**src/rtl/hae_pkg.sv**
```systemverilog
package hae_pkg;

  localparam logic [7:0] CH_LT    = 8'h3C;
  localparam logic [7:0] CH_GT    = 8'h3E;
  localparam logic [7:0] CH_EQ    = 8'h3D;
  localparam logic [7:0] CH_DQ    = 8'h22;
  localparam logic [7:0] CH_SQ    = 8'h27;
  localparam logic [7:0] CH_SP    = 8'h20;
  localparam logic [7:0] CH_TAB   = 8'h09;
  localparam logic [7:0] CH_LF    = 8'h0A;
  localparam logic [7:0] CH_CR    = 8'h0D;
  localparam logic [7:0] CH_FF    = 8'h0C;
  localparam logic [7:0] CH_A     = 8'h61;
  localparam logic [7:0] CH_H     = 8'h68;
  localparam logic [7:0] CH_R     = 8'h72;
  localparam logic [7:0] CH_E     = 8'h65;
  localparam logic [7:0] CH_F     = 8'h66;
  localparam logic [7:0] CH_UP_A  = 8'h41;
  localparam logic [7:0] CH_UP_Z  = 8'h5A;
  localparam logic [7:0] CASE_OFS = 8'h20;

  typedef enum logic [3:0] {
    PH_OUT    = 4'd0,
    PH_LT     = 4'd1,
    PH_LTA    = 4'd2,
    PH_GAP    = 4'd3,
    PH_SKIP   = 4'd4,
    PH_H1     = 4'd5,
    PH_H2     = 4'd6,
    PH_H3     = 4'd7,
    PH_H4     = 4'd8,
    PH_NAMEWS = 4'd9,
    PH_EQ     = 4'd10,
    PH_DQ     = 4'd11,
    PH_SQ     = 4'd12,
    PH_UNQ    = 4'd13
  } phase_t;

  typedef enum logic [1:0] {
    ACT_NONE = 2'd0,
    ACT_ADD  = 2'd1,
    ACT_END  = 2'd2
  } act_t;

  typedef struct packed {
    logic [7:0] data;
    logic       last;
  } beat_t;

  // Up to two beats come out of one document byte.
  typedef struct packed {
    logic [1:0] cnt;
    beat_t      b0;
    beat_t      b1;
  } res_t;

  function automatic logic is_ws(input logic [7:0] c);
    return (c == CH_SP) || (c == CH_TAB) || (c == CH_LF) || (c == CH_CR) || (c == CH_FF);
  endfunction

  function automatic logic [7:0] fold(input logic [7:0] c);
    return ((c >= CH_UP_A) && (c <= CH_UP_Z)) ? (c + CASE_OFS) : c;
  endfunction

  function automatic phase_t skip_next(input logic [7:0] c);
    if (c == CH_GT) return PH_OUT;
    if (is_ws(c)) return PH_GAP;
    return PH_SKIP;
  endfunction

  function automatic phase_t gap_next(input logic [7:0] c);
    if (c == CH_GT) return PH_OUT;
    if (is_ws(c)) return PH_GAP;
    if (fold(c) == CH_H) return PH_H1;
    return PH_SKIP;
  endfunction

endpackage

```
**src/rtl/hae_parser.sv**
```systemverilog
module hae_parser (
  input  logic          clk,
  input  logic          rst_n,
  input  logic          fire,
  input  logic [7:0]    c,
  input  logic          fin,
  output hae_pkg::res_t res
);
  import hae_pkg::*;

  phase_t     phase_r, phase_nxt, nx;
  act_t       act;
  logic [7:0] held_r, held_nxt, hc1;
  logic       hv_r, hv_nxt, hv1;
  logic       a_v, a_l, b_v;

  always_comb begin
    nx = phase_r;
    unique case (phase_r)
      PH_LT:     nx = (fold(c) == CH_A) ? PH_LTA : ((c == CH_LT) ? PH_LT : PH_OUT);
      PH_LTA: begin
        if (is_ws(c)) nx = PH_GAP;
        else if (c == CH_LT) nx = PH_LT;
        else nx = PH_OUT;
      end
      PH_GAP:    nx = gap_next(c);
      PH_SKIP:   nx = skip_next(c);
      PH_H1:     nx = (fold(c) == CH_R) ? PH_H2 : skip_next(c);
      PH_H2:     nx = (fold(c) == CH_E) ? PH_H3 : skip_next(c);
      PH_H3:     nx = (fold(c) == CH_F) ? PH_H4 : skip_next(c);
      PH_H4: begin
        if (c == CH_EQ) nx = PH_EQ;
        else if (is_ws(c)) nx = PH_NAMEWS;
        else nx = skip_next(c);
      end
      PH_NAMEWS: begin
        if (c == CH_EQ) nx = PH_EQ;
        else if (is_ws(c)) nx = PH_NAMEWS;
        else nx = gap_next(c);
      end
      PH_EQ: begin
        if (is_ws(c)) nx = PH_EQ;
        else if (c == CH_DQ) nx = PH_DQ;
        else if (c == CH_SQ) nx = PH_SQ;
        else if (c == CH_GT) nx = PH_OUT;
        else nx = PH_UNQ;
      end
      PH_DQ:     nx = (c == CH_DQ) ? PH_GAP : PH_DQ;
      PH_SQ:     nx = (c == CH_SQ) ? PH_GAP : PH_SQ;
      PH_UNQ: begin
        if (c == CH_GT) nx = PH_OUT;
        else if (is_ws(c)) nx = PH_GAP;
        else nx = PH_UNQ;
      end
      default:   nx = (c == CH_LT) ? PH_LT : PH_OUT;
    endcase
  end

  always_comb begin
    act = ACT_NONE;
    unique case (phase_r)
      PH_EQ: begin
        if (!is_ws(c) && (c != CH_DQ) && (c != CH_SQ) && (c != CH_GT)) act = ACT_ADD;
      end
      PH_DQ:   act = (c == CH_DQ) ? ACT_END : ACT_ADD;
      PH_SQ:   act = (c == CH_SQ) ? ACT_END : ACT_ADD;
      PH_UNQ:  act = ((c == CH_GT) || is_ws(c)) ? ACT_END : ACT_ADD;
      default: act = ACT_NONE;
    endcase
  end

  // The held byte goes out when a newer one replaces it or the value closes;
  // a final byte of the document then flushes whatever is still held.
  always_comb begin
    a_v = 1'b0;
    a_l = 1'b0;
    hv1 = hv_r;
    hc1 = held_r;
    case (act)
      ACT_ADD: begin
        a_v = hv_r;
        hv1 = 1'b1;
        hc1 = c;
      end
      ACT_END: begin
        a_v = hv_r;
        a_l = 1'b1;
        hv1 = 1'b0;
        hc1 = 8'h00;
      end
      default: ;
    endcase
    b_v = fin && hv1;

    res.cnt     = {1'b0, a_v} + {1'b0, b_v};
    res.b1.data = hc1;
    res.b1.last = 1'b1;
    if (a_v) begin
      res.b0.data = held_r;
      res.b0.last = a_l;
    end else begin
      res.b0.data = hc1;
      res.b0.last = 1'b1;
    end

    phase_nxt = fin ? PH_OUT : nx;
    hv_nxt    = fin ? 1'b0 : hv1;
    held_nxt  = fin ? 8'h00 : hc1;
  end

  always_ff @(posedge clk) begin
    if (!rst_n) begin
      phase_r <= PH_OUT;
      hv_r    <= 1'b0;
      held_r  <= 8'h00;
    end else if (fire) begin
      phase_r <= phase_nxt;
      hv_r    <= hv_nxt;
      held_r  <= held_nxt;
    end
  end

endmodule

```
**src/rtl/hae_out_fifo.sv**
```systemverilog
module hae_out_fifo (
  input  logic           clk,
  input  logic           rst_n,
  input  logic           push,
  input  hae_pkg::res_t  res,
  output logic           room2,
  output logic           out_valid,
  input  logic           out_ready,
  output hae_pkg::beat_t out_beat
);
  import hae_pkg::*;

  beat_t      mem_r [4];
  logic [1:0] wr_r, rd_r;
  logic [2:0] cnt_r, cnt_nxt;
  logic [1:0] n_push;
  logic       pop;

  assign n_push    = push ? res.cnt : 2'd0;
  assign pop       = out_valid && out_ready;
  assign out_valid = (cnt_r != 3'd0);
  assign out_beat  = mem_r[rd_r];
  // Room for a two-beat burst, counted without the beat that may leave now.
  assign room2     = (cnt_r <= 3'd2);
  assign cnt_nxt   = cnt_r + {1'b0, n_push} - {2'b00, pop};

  always_ff @(posedge clk) begin
    if (n_push != 2'd0) mem_r[wr_r] <= res.b0;
    if (n_push == 2'd2) mem_r[wr_r + 2'd1] <= res.b1;
  end

  always_ff @(posedge clk) begin
    if (!rst_n) begin
      wr_r  <= 2'd0;
      rd_r  <= 2'd0;
      cnt_r <= 3'd0;
    end else begin
      wr_r  <= wr_r + n_push;
      rd_r  <= rd_r + {1'b0, pop};
      cnt_r <= cnt_nxt;
    end
  end

endmodule

```
**src/rtl/html_anchor_href_extractor.sv**
```systemverilog
// Anchor href extractor.
// The input channel (in_valid/in_ready) carries one HTML document byte per
// beat in in_byte; in_doc_end marks the final byte of a document. The output
// channel (out_valid/out_ready) carries the bytes of every href value found in
// an anchor tag, one per beat, with out_url_last set on the last byte of each
// value. One byte of each value is held back until the next one arrives, the
// value closes, or the document ends.
// An accepted byte is registered in the input register and parsed from there
// once the output queue has room; its beats are then registered in the queue,
// from which the receiver takes them.
// The block takes one byte per cycle while the output queue has room. A byte
// can release two beats (when it ends the document while a value is open),
// so the four-entry output queue accepts a parse only with room for two;
// in_ready drops only while the queue holds three or more beats that the
// receiver has not taken. While the receiver stalls, beats wait in the queue
// and input continues until that limit. Synchronous reset (rst_n low) returns
// the parser to outside any tag, drops any held byte and empties the queue.
module html_anchor_href_extractor (
  input  logic       clk,
  input  logic       rst_n,
  input  logic       in_valid,
  output logic       in_ready,
  input  logic [7:0] in_byte,
  input  logic       in_doc_end,
  output logic       out_valid,
  input  logic       out_ready,
  output logic [7:0] out_url_byte,
  output logic       out_url_last
);
  import hae_pkg::*;

  logic       s_vld_r;
  logic [7:0] s_byte_r;
  logic       s_end_r;
  logic       room2, fire;
  res_t       res;
  beat_t      beat;

  assign fire     = s_vld_r && room2;
  assign in_ready = !s_vld_r || fire;

  always_ff @(posedge clk) begin
    if (!rst_n) begin
      s_vld_r <= 1'b0;
    end else if (in_ready) begin
      s_vld_r <= in_valid;
    end
  end

  always_ff @(posedge clk) begin
    if (in_valid && in_ready) begin
      s_byte_r <= in_byte;
      s_end_r  <= in_doc_end;
    end
  end

  hae_parser u_parser (
    .clk   (clk),
    .rst_n (rst_n),
    .fire  (fire),
    .c     (s_byte_r),
    .fin   (s_end_r),
    .res   (res)
  );

  hae_out_fifo u_fifo (
    .clk       (clk),
    .rst_n     (rst_n),
    .push      (fire),
    .res       (res),
    .room2     (room2),
    .out_valid (out_valid),
    .out_ready (out_ready),
    .out_beat  (beat)
  );

  assign out_url_byte = beat.data;
  assign out_url_last = beat.last;

endmodule

```
**config.mk**
```make
export PLATFORM = sky130hd
export DESIGN_NAME = html_anchor_href_extractor
export DESIGN_NICKNAME = d
export VERILOG_FILES = /design/src/rtl/hae_pkg.sv /design/src/rtl/hae_parser.sv /design/src/rtl/hae_out_fifo.sv /design/src/rtl/html_anchor_href_extractor.sv
export SDC_FILE = /design/constraint.sdc
export NUM_CORES = 1
export LEC_CHECK = 0
export ABC_AREA = 1
export BUFFER_PORTS_ARGS = -buffer_cell sky130_fd_sc_hd__buf_4
export CAP_MARGIN = 25
export CORE_ASPECT_RATIO = 0.75
export CORE_UTILIZATION = 58
export DETAILED_ROUTE_END_ITERATION = 16
export HOLD_SLACK_MARGIN = 0.03
export PLACE_DENSITY = 0.77
export RECOVER_POWER = 50
export SYNTH_ARGS = -nofsm -noshare
export SYNTH_HDL_FRONTEND = slang
export SYNTH_SLANG_ARGS = --single-unit
```
**constraint.sdc**
```tcl
create_clock -name clk -period 11.2 [get_ports clk]
set_input_delay 2.8 -clock clk [delete_from_list [all_inputs] [get_ports clk]]
set_output_delay 2.8 -clock clk [all_outputs]
set_load 0.02 [all_outputs]
```
Word-level counts from Yosys, hierarchy flattened
Memory sizes are Yosys's and may differ from the RTL's. A register that Yosys moved wholly into a read port is not among the register bits.
Index checks and enable logic that the tools add are counted.
{"block": "op_classes", "addsub": 7, "multipliers": 0, "div_mod_pow": 0, "magnitude_cmp": 3, "eq_ne": 34, "shift": 0, "mux": 97, "n_bitwise": 0, "n_reduce_logical": 19}
{"cell": "two-way mux 4 bit", "n": 38}
{"cell": "case mux 4 bit (13 select lines)", "n": 1}
{"cell": "equality test 8 x 6 -> 1 bit (second input constant)", "n": 6}
{"cell": "two-way mux 1 bit", "n": 47}
{"cell": "equality test 8 x 7 -> 1 bit (second input constant)", "n": 5}
{"cell": "equality test 8 x 4 -> 1 bit (second input constant)", "n": 4}
{"cell": "equality test 4 bit (second input constant)", "n": 6}
{"cell": "!= test 8 x 6 -> 1 bit (second input constant)", "n": 3}
{"cell": "equality test 4 x 3 -> 1 bit (second input constant)", "n": 4}
{"cell": "two-way mux 8 bit", "n": 2}
{"cell": "case mux 8 bit (2 select lines)", "n": 1}
{"cell": "two-way mux 2 bit", "n": 5}
{"cell": "two-way mux 9 bit", "n": 1}
{"cell": "adder 8 x 6 -> 8 bit (second input constant)", "n": 1}
{"cell": "equality test 4 x 2 -> 1 bit (second input constant)", "n": 2}
{"cell": ">= comparator 8 x 7 -> 1 bit (second input constant)", "n": 1}
{"cell": "less-or-equal comparator 8 x 7 -> 1 bit (second input constant)", "n": 1}
{"cell": "logical AND 1 bit", "n": 8}
{"cell": "case mux 2 bit (4 select lines)", "n": 1}
{"cell": "logical OR 1 bit", "n": 6}
{"cell": "equality test 2 bit (second input constant)", "n": 2}
{"cell": "equality test 4 x 1 -> 1 bit (second input constant)", "n": 1}
{"cell": "adder 3 x 2 -> 3 bit", "n": 1}
{"cell": "less-or-equal comparator 3 x 2 -> 1 bit (second input constant)", "n": 1}
{"cell": "other kinds (11)", "n": 12}
{"block": "word_totals", "ff_bits": 30, "latch_bits": 0, "ramBits": 36, "mem_bits_ro": 0, "inputBits": 13, "output_inout_bits": 11, "word_cells": 170, "n_memories": 1}
{"name": "u_fifo.mem_r", "depth": 4, "width": 9, "rd": 1, "rd_clocked_by_memory_dff": 1, "write_ports": 2, "line": "hae_out_fifo.sv:13", "rtl": "beat_t mem_r [4];"}

Depth between registers and ports, before layout
{"block": "logic_depth", "ltp_word": 24, "ltp_mapped": 27}

By module
A second synthesis with hierarchy kept.
{"block": "hier_totals", "cells_unflattened": 528, "hier_area_um2": 4139.0}
{"mod": "hae_out_fifo", "n_inst": 1, "cells_per_inst": 239, "area_per_inst_um2": 2344.7, "seq_area_each_um2": 1221.2}
{"mod": "hae_parser", "n_inst": 1, "cells_per_inst": 271, "area_per_inst_um2": 1465.2, "seq_area_each_um2": 260.2}
{"mod": "html_anchor_href_extractor", "n_inst": 1, "cells_per_inst": 18, "area_per_inst_um2": 329.1, "seq_area_each_um2": 290.3}

Worst setup path after synthesis
OpenSTA, ideal clock, no wires.
{"block": "synth_timing", "kind": "input port to flip-flop", "from": "in out_ready", "to": "reg u_fifo.cnt_r[2]", "setup_time_ns": 0.120, "arrival_time_ns": 4.136, "required_ns": 11.080, "path_slack_ns": 6.944, "path_stages": 8, "cell_sequence": "a21boi_0 ha_1 inv_1 ha_1 fa_1 xor2_1 o21ai_0 a21oi_1"}
{"block": "synth_via", "elab_chain_cells": 2}
{"element": "from (decl)", "line": "html_anchor_href_extractor.sv:26", "rtl": "input logic out_ready,"}
{"element": "logical AND 1 bit", "line": "hae_out_fifo.sv:20", "rtl": "assign pop = out_valid && out_ready;"}
{"element": "subtractor 3 x 1 -> 3 bit", "line": "hae_out_fifo.sv:25", "rtl": "assign cnt_nxt = cnt_r + {1'b0, n_push} - {2'b00, pop};"}
{"element": "to (signal assigned)", "line": "hae_out_fifo.sv:40", "rtl": "cnt_r <= cnt_nxt;"}
{"element": "to (decl)", "line": "hae_out_fifo.sv:15", "rtl": "logic [2:0] cnt_r, cnt_nxt;"}
No other way between the ends.
A chain may end at the register's enable or synchronous reset.

==> run_results.csv <==
group,metric,value,unit
synth,yosys_warnings,0,
sta,finClkSkew,0.00613,ns
die,die_area,6850,sq um
cts,cts_resized,0,
outcome,status,"finished, final reports clean",
power,pwr-share-comb,23.6,%
detailed_routing,wl,9.19,mm
sta,slew_headroom,47.1,%
synth,ys_types,35,
synth,synth_edf_count,41,
synth,async_flop_share,0,%
cells_and_area,drive_above_1_share,12.3,%
cts,htreeDepth,3,
detailed_routing,wl_per_cell,15.5,um
worst_setup_path,critPathSlowestCell,"edfxtp_1",
die,start_util,60.1,%
worst_setup_path,end_kind,"flip-flop",
sta,finalSetupTns,0,ns
worst_setup_path,path_cells,"nor2_1 -> nand2_1 -> nor2_1 -> nand3_2 -> nand2_1 -> clkinvlp_2 -> nand3_1 -> o211ai_1 -> nor2_1 -> inv_1 -> ha_1 -> inv_1 -> nand2_1 -> inv_1 -> a21oi_1 -> nor2_1 -> ha_1 -> o21ai_0 -> inv_1 -> nand2_1 -> nand2_1 -> o22a_1",
power,p_sw,0.203,mW
worst_setup_path,criticalPathCategory,"flip-flop to flip-flop",
grt,first_global_vias,3049,
cts,cts_tree,"yes",
power,share_seq_of_total_power,45.7,%
cts,cts_buffer_depth,2,
sta,rsz0062_at_grt,"false",
grt,antenna_found_initial,0,
placed_design,dp_slack,6.74,ns
cts,post-cts-setup-buffers,0,
worst_setup_path,critPathMaxStageDelay,0.51,ns
worst_setup_path,required,11.44,ns
cells_and_area,fin_nets,531,
placed_design,io_buffers,23,
detailed_routing,drc,0,
cts,numCtsBuffers,9,
die,ioPinCount,24,
grt,grt-ovfl-total,0,
placed_design,dp_hpwl,6.85,mm
power,power,0.612,mW
sta,tightestPinTransition,0.794,ns
power,swShare,33.1,%
cts,cts.clk_slew.worst_paths,0.07,ns
cells_and_area,area_delta_synth_final,11.0,%
detailed_routing,drt-vias-per-instance,5.85,
sta,clock.fmax,195,MHz
power,power.density,146,nW/um^2
synth,ys_ff_latch,66,
sta,timing.final.crit_share,45.8,%
cts,clock_sinks,66,
power,ir_worst_vdd,185,uV
sta,setup_viol_count_final,0,
synth,syn_avg_cell_area,7.88,sq um
synth,yosysSeqAreaShare,45.8,%
die,rows,25,
synth,synth_ff_type,"edfxtp_1",
worst_setup_path,cp_data_arrival_time,5.38,ns
power,clkPwrFrac,30.8,%
power,p_int,0.409,mW
synth,synth_fp_nets,503,
detailed_routing,drt_iter0_drc,262,
sta,timing.final.ws_setup,6.07,ns
sta,timing_hold_violations_final,0,
synth,syn-cell-area,3780,sq um
cells_and_area,antennaDiodeCount,0,
detailed_routing,dr.pass1.iters,5,
sta,finalMaxSlewViolations,0,
grt,grt_first_pass_wirelength,14.8,mm
flow_run,drv_cap,0,
grt,grt_max_degree,20,
hold_path,hold_path.class,"flip-flop to flip-flop",
sta,finalWorstPathRequiredPeriod,5.13,ns
synth,synth_cells,480,
sta,holdWs,0.468,ns
detailed_routing,antenna_left,0,
die,die_w,95.2,um
worst_setup_path,critPathMaxFanout,10,
power,p_leak,1.70,nW
worst_setup_path,critPathMostFrequentCell,"nand2_1",
grt,grt_util_all_layers,28.6,%
worst_setup_path,start_kind,"flip-flop",
placed_design,place.gp.congestion,0.946,
detailed_routing,vias,3476,
cts,ctsHoldBuffers,0,
cts,clock_latency,0.35,ns
cts,root_buffer,"clkbuf_8",
die,fp.dieH,71.9,um
die,core,6290,sq um
[power by group through the flow]
stage	clock (mW)	sequential, mW	combinational [mW]
floorplan	0	0.280	0.103
global route	0.198	0.281	0.163
global placement	0	0.284	0.144
CTS	0.188	0.280	0.149
finish	0.188	0.280	0.144
detailed placement	0	0.285	0.149
[worst max-delay path, delay by kind of cell (launching register included)]
kind                     cells  cell delay (ns)
flip-flops                   1             0.51
buffers and inverters        5             0.79
adder cells (fa/ha/maj)      2             0.69
AND/OR/NAND/NOR             11             2.16
AO/OA/AOI/OAI                4             0.89
[synth_stat cells, types with 2 or more instances]
cell type | n | area share [%]
nand2_1 | 95 | 9.4
nor2_1 | 69 | 6.8
inv_1 | 64 | 6.4
o22ai_1 | 47 | 7.8
edfxtp_1 | 41 | 33
o21ai_0 | 30 | 4.0
dfxtp_1 | 25 | 13
a21oi_1 | 20 | 2.6
nand3_1 | 14 | 1.9
nor2_2 | 11 | 1.8
ha_1 | 9 | 3.0
nand2_2 | 9 | 1.5
clkbuf_1 | 7 | 0.70
nand4_1 | 4 | 0.66
a22oi_1 | 3 | 0.60
a2bb2oi_1 | 3 | 0.70
nand3_2 | 3 | 0.79
nor3_1 | 3 | 0.40
o22a_1 | 3 | 0.70
nor2_4 | 2 | 0.60
o211ai_1 | 2 | 0.40
or2_2 | 2 | 0.33
xnor2_1 | 2 | 0.46
[worst paths after layout]
kind	cells past startpoint	slack [ns]	startpoint	end
worst max-delay path	22	6.07	s_byte_r[6]$_DFFE_PP_	u_fifo.mem_r[1][0]$_SDFFE_PP1P_
worst min register to register	2	0.47	u_parser.held_r[2]$_SDFFE_PN0P_	u_parser.held_r[2]$_SDFFE_PN0P_
worst max register to register	22	6.07	s_byte_r[6]$_DFFE_PP_	u_fifo.mem_r[1][0]$_SDFFE_PP1P_
worst min-delay path	2	0.47	u_parser.held_r[2]$_SDFFE_PN0P_	u_parser.held_r[2]$_SDFFE_PN0P_
[area by class of cell]
class	count	area, sq um
Fill cell	521	2090
Multi-Input combinational cell	340	1760
Sequential cell	66	1730
Inverter	67	253
Timing Repair Buffer	24	165
Clock buffer	10	149
Tap cell	81	101
Clock inverter	6	40.0
[per-layer routing]
| metal | wire (um) | up-vias | track usage, % |
|---|---|---|---|
| li1 | - | 1693 | - |
| met1 | 4400 | 1576 | 43.1 |
| met2 | 3890 | 187 | 41.3 |
| met3 | 767 | 20 | 6.08 |
| met4 | 128 | 0 | 8.92 |
| met5 | 0 | - | 0 |
[logic make-up (layout without fill, tap and decap cells)]
kind of cell | count (synthesis) | in the layout | share of synthesized area (%)
and+or+nand+nor | 215 | 215 | 25.0
AOI/OAI and AO/OA | 112 | 112 | 17.5
buffers and inverters | 74 | 107 | 7.41
DFF | 66 | 66 | 45.8
adders and majority gates | 10 | 10 | 3.51
xor gates and xnor gates | 3 | 3 | 0.695
[state kept, by name (all words and copies together) (netlist names)]
register	cells
u_fifo.mem_r	36
s_vld_r	1
u_parser.hv_r	1
u_fifo.rd_r	2
s_end_r	1
s_byte_r	8
u_fifo.wr_r	2
u_fifo.cnt_r	3
u_parser.phase_r	4
u_parser.held_r	8
[through the flow]
stage / std cells / util (%) / instance area, sq um
global route: 594 / 66.7 / 4200
global placement: 578 / 64.2 / 4040
CTS: 594 / 67.2 / 4230
floorplan: 480 / - / 3780
finish: 594 / 66.7 / 4200
detailed placement: 578 / 64.2 / 4040
[layout by cell type (no fill, tap or decap), types with 3 or more instances in the layout]
cell        n
dfxtp_1    25
ha_1        9
o22a_1      3
a2bb2oi_1   3
inv_1      64
nor3_1      3
o22ai_1    47
buf_4       9
nand2_2     7
nand3_2     3
clkbuf_4   11
nor2_2      9
nor2_1     71
edfxtp_1   41
nand2_1    97
o21ai_0    30
clkbuf_1    4
clkinv_2    3
a22oi_1     3
a21oi_1    21
nand3_1    14
nand4_1     4
clkbuf_8    9
No activity file was read; power rests on OpenSTA's default activity.
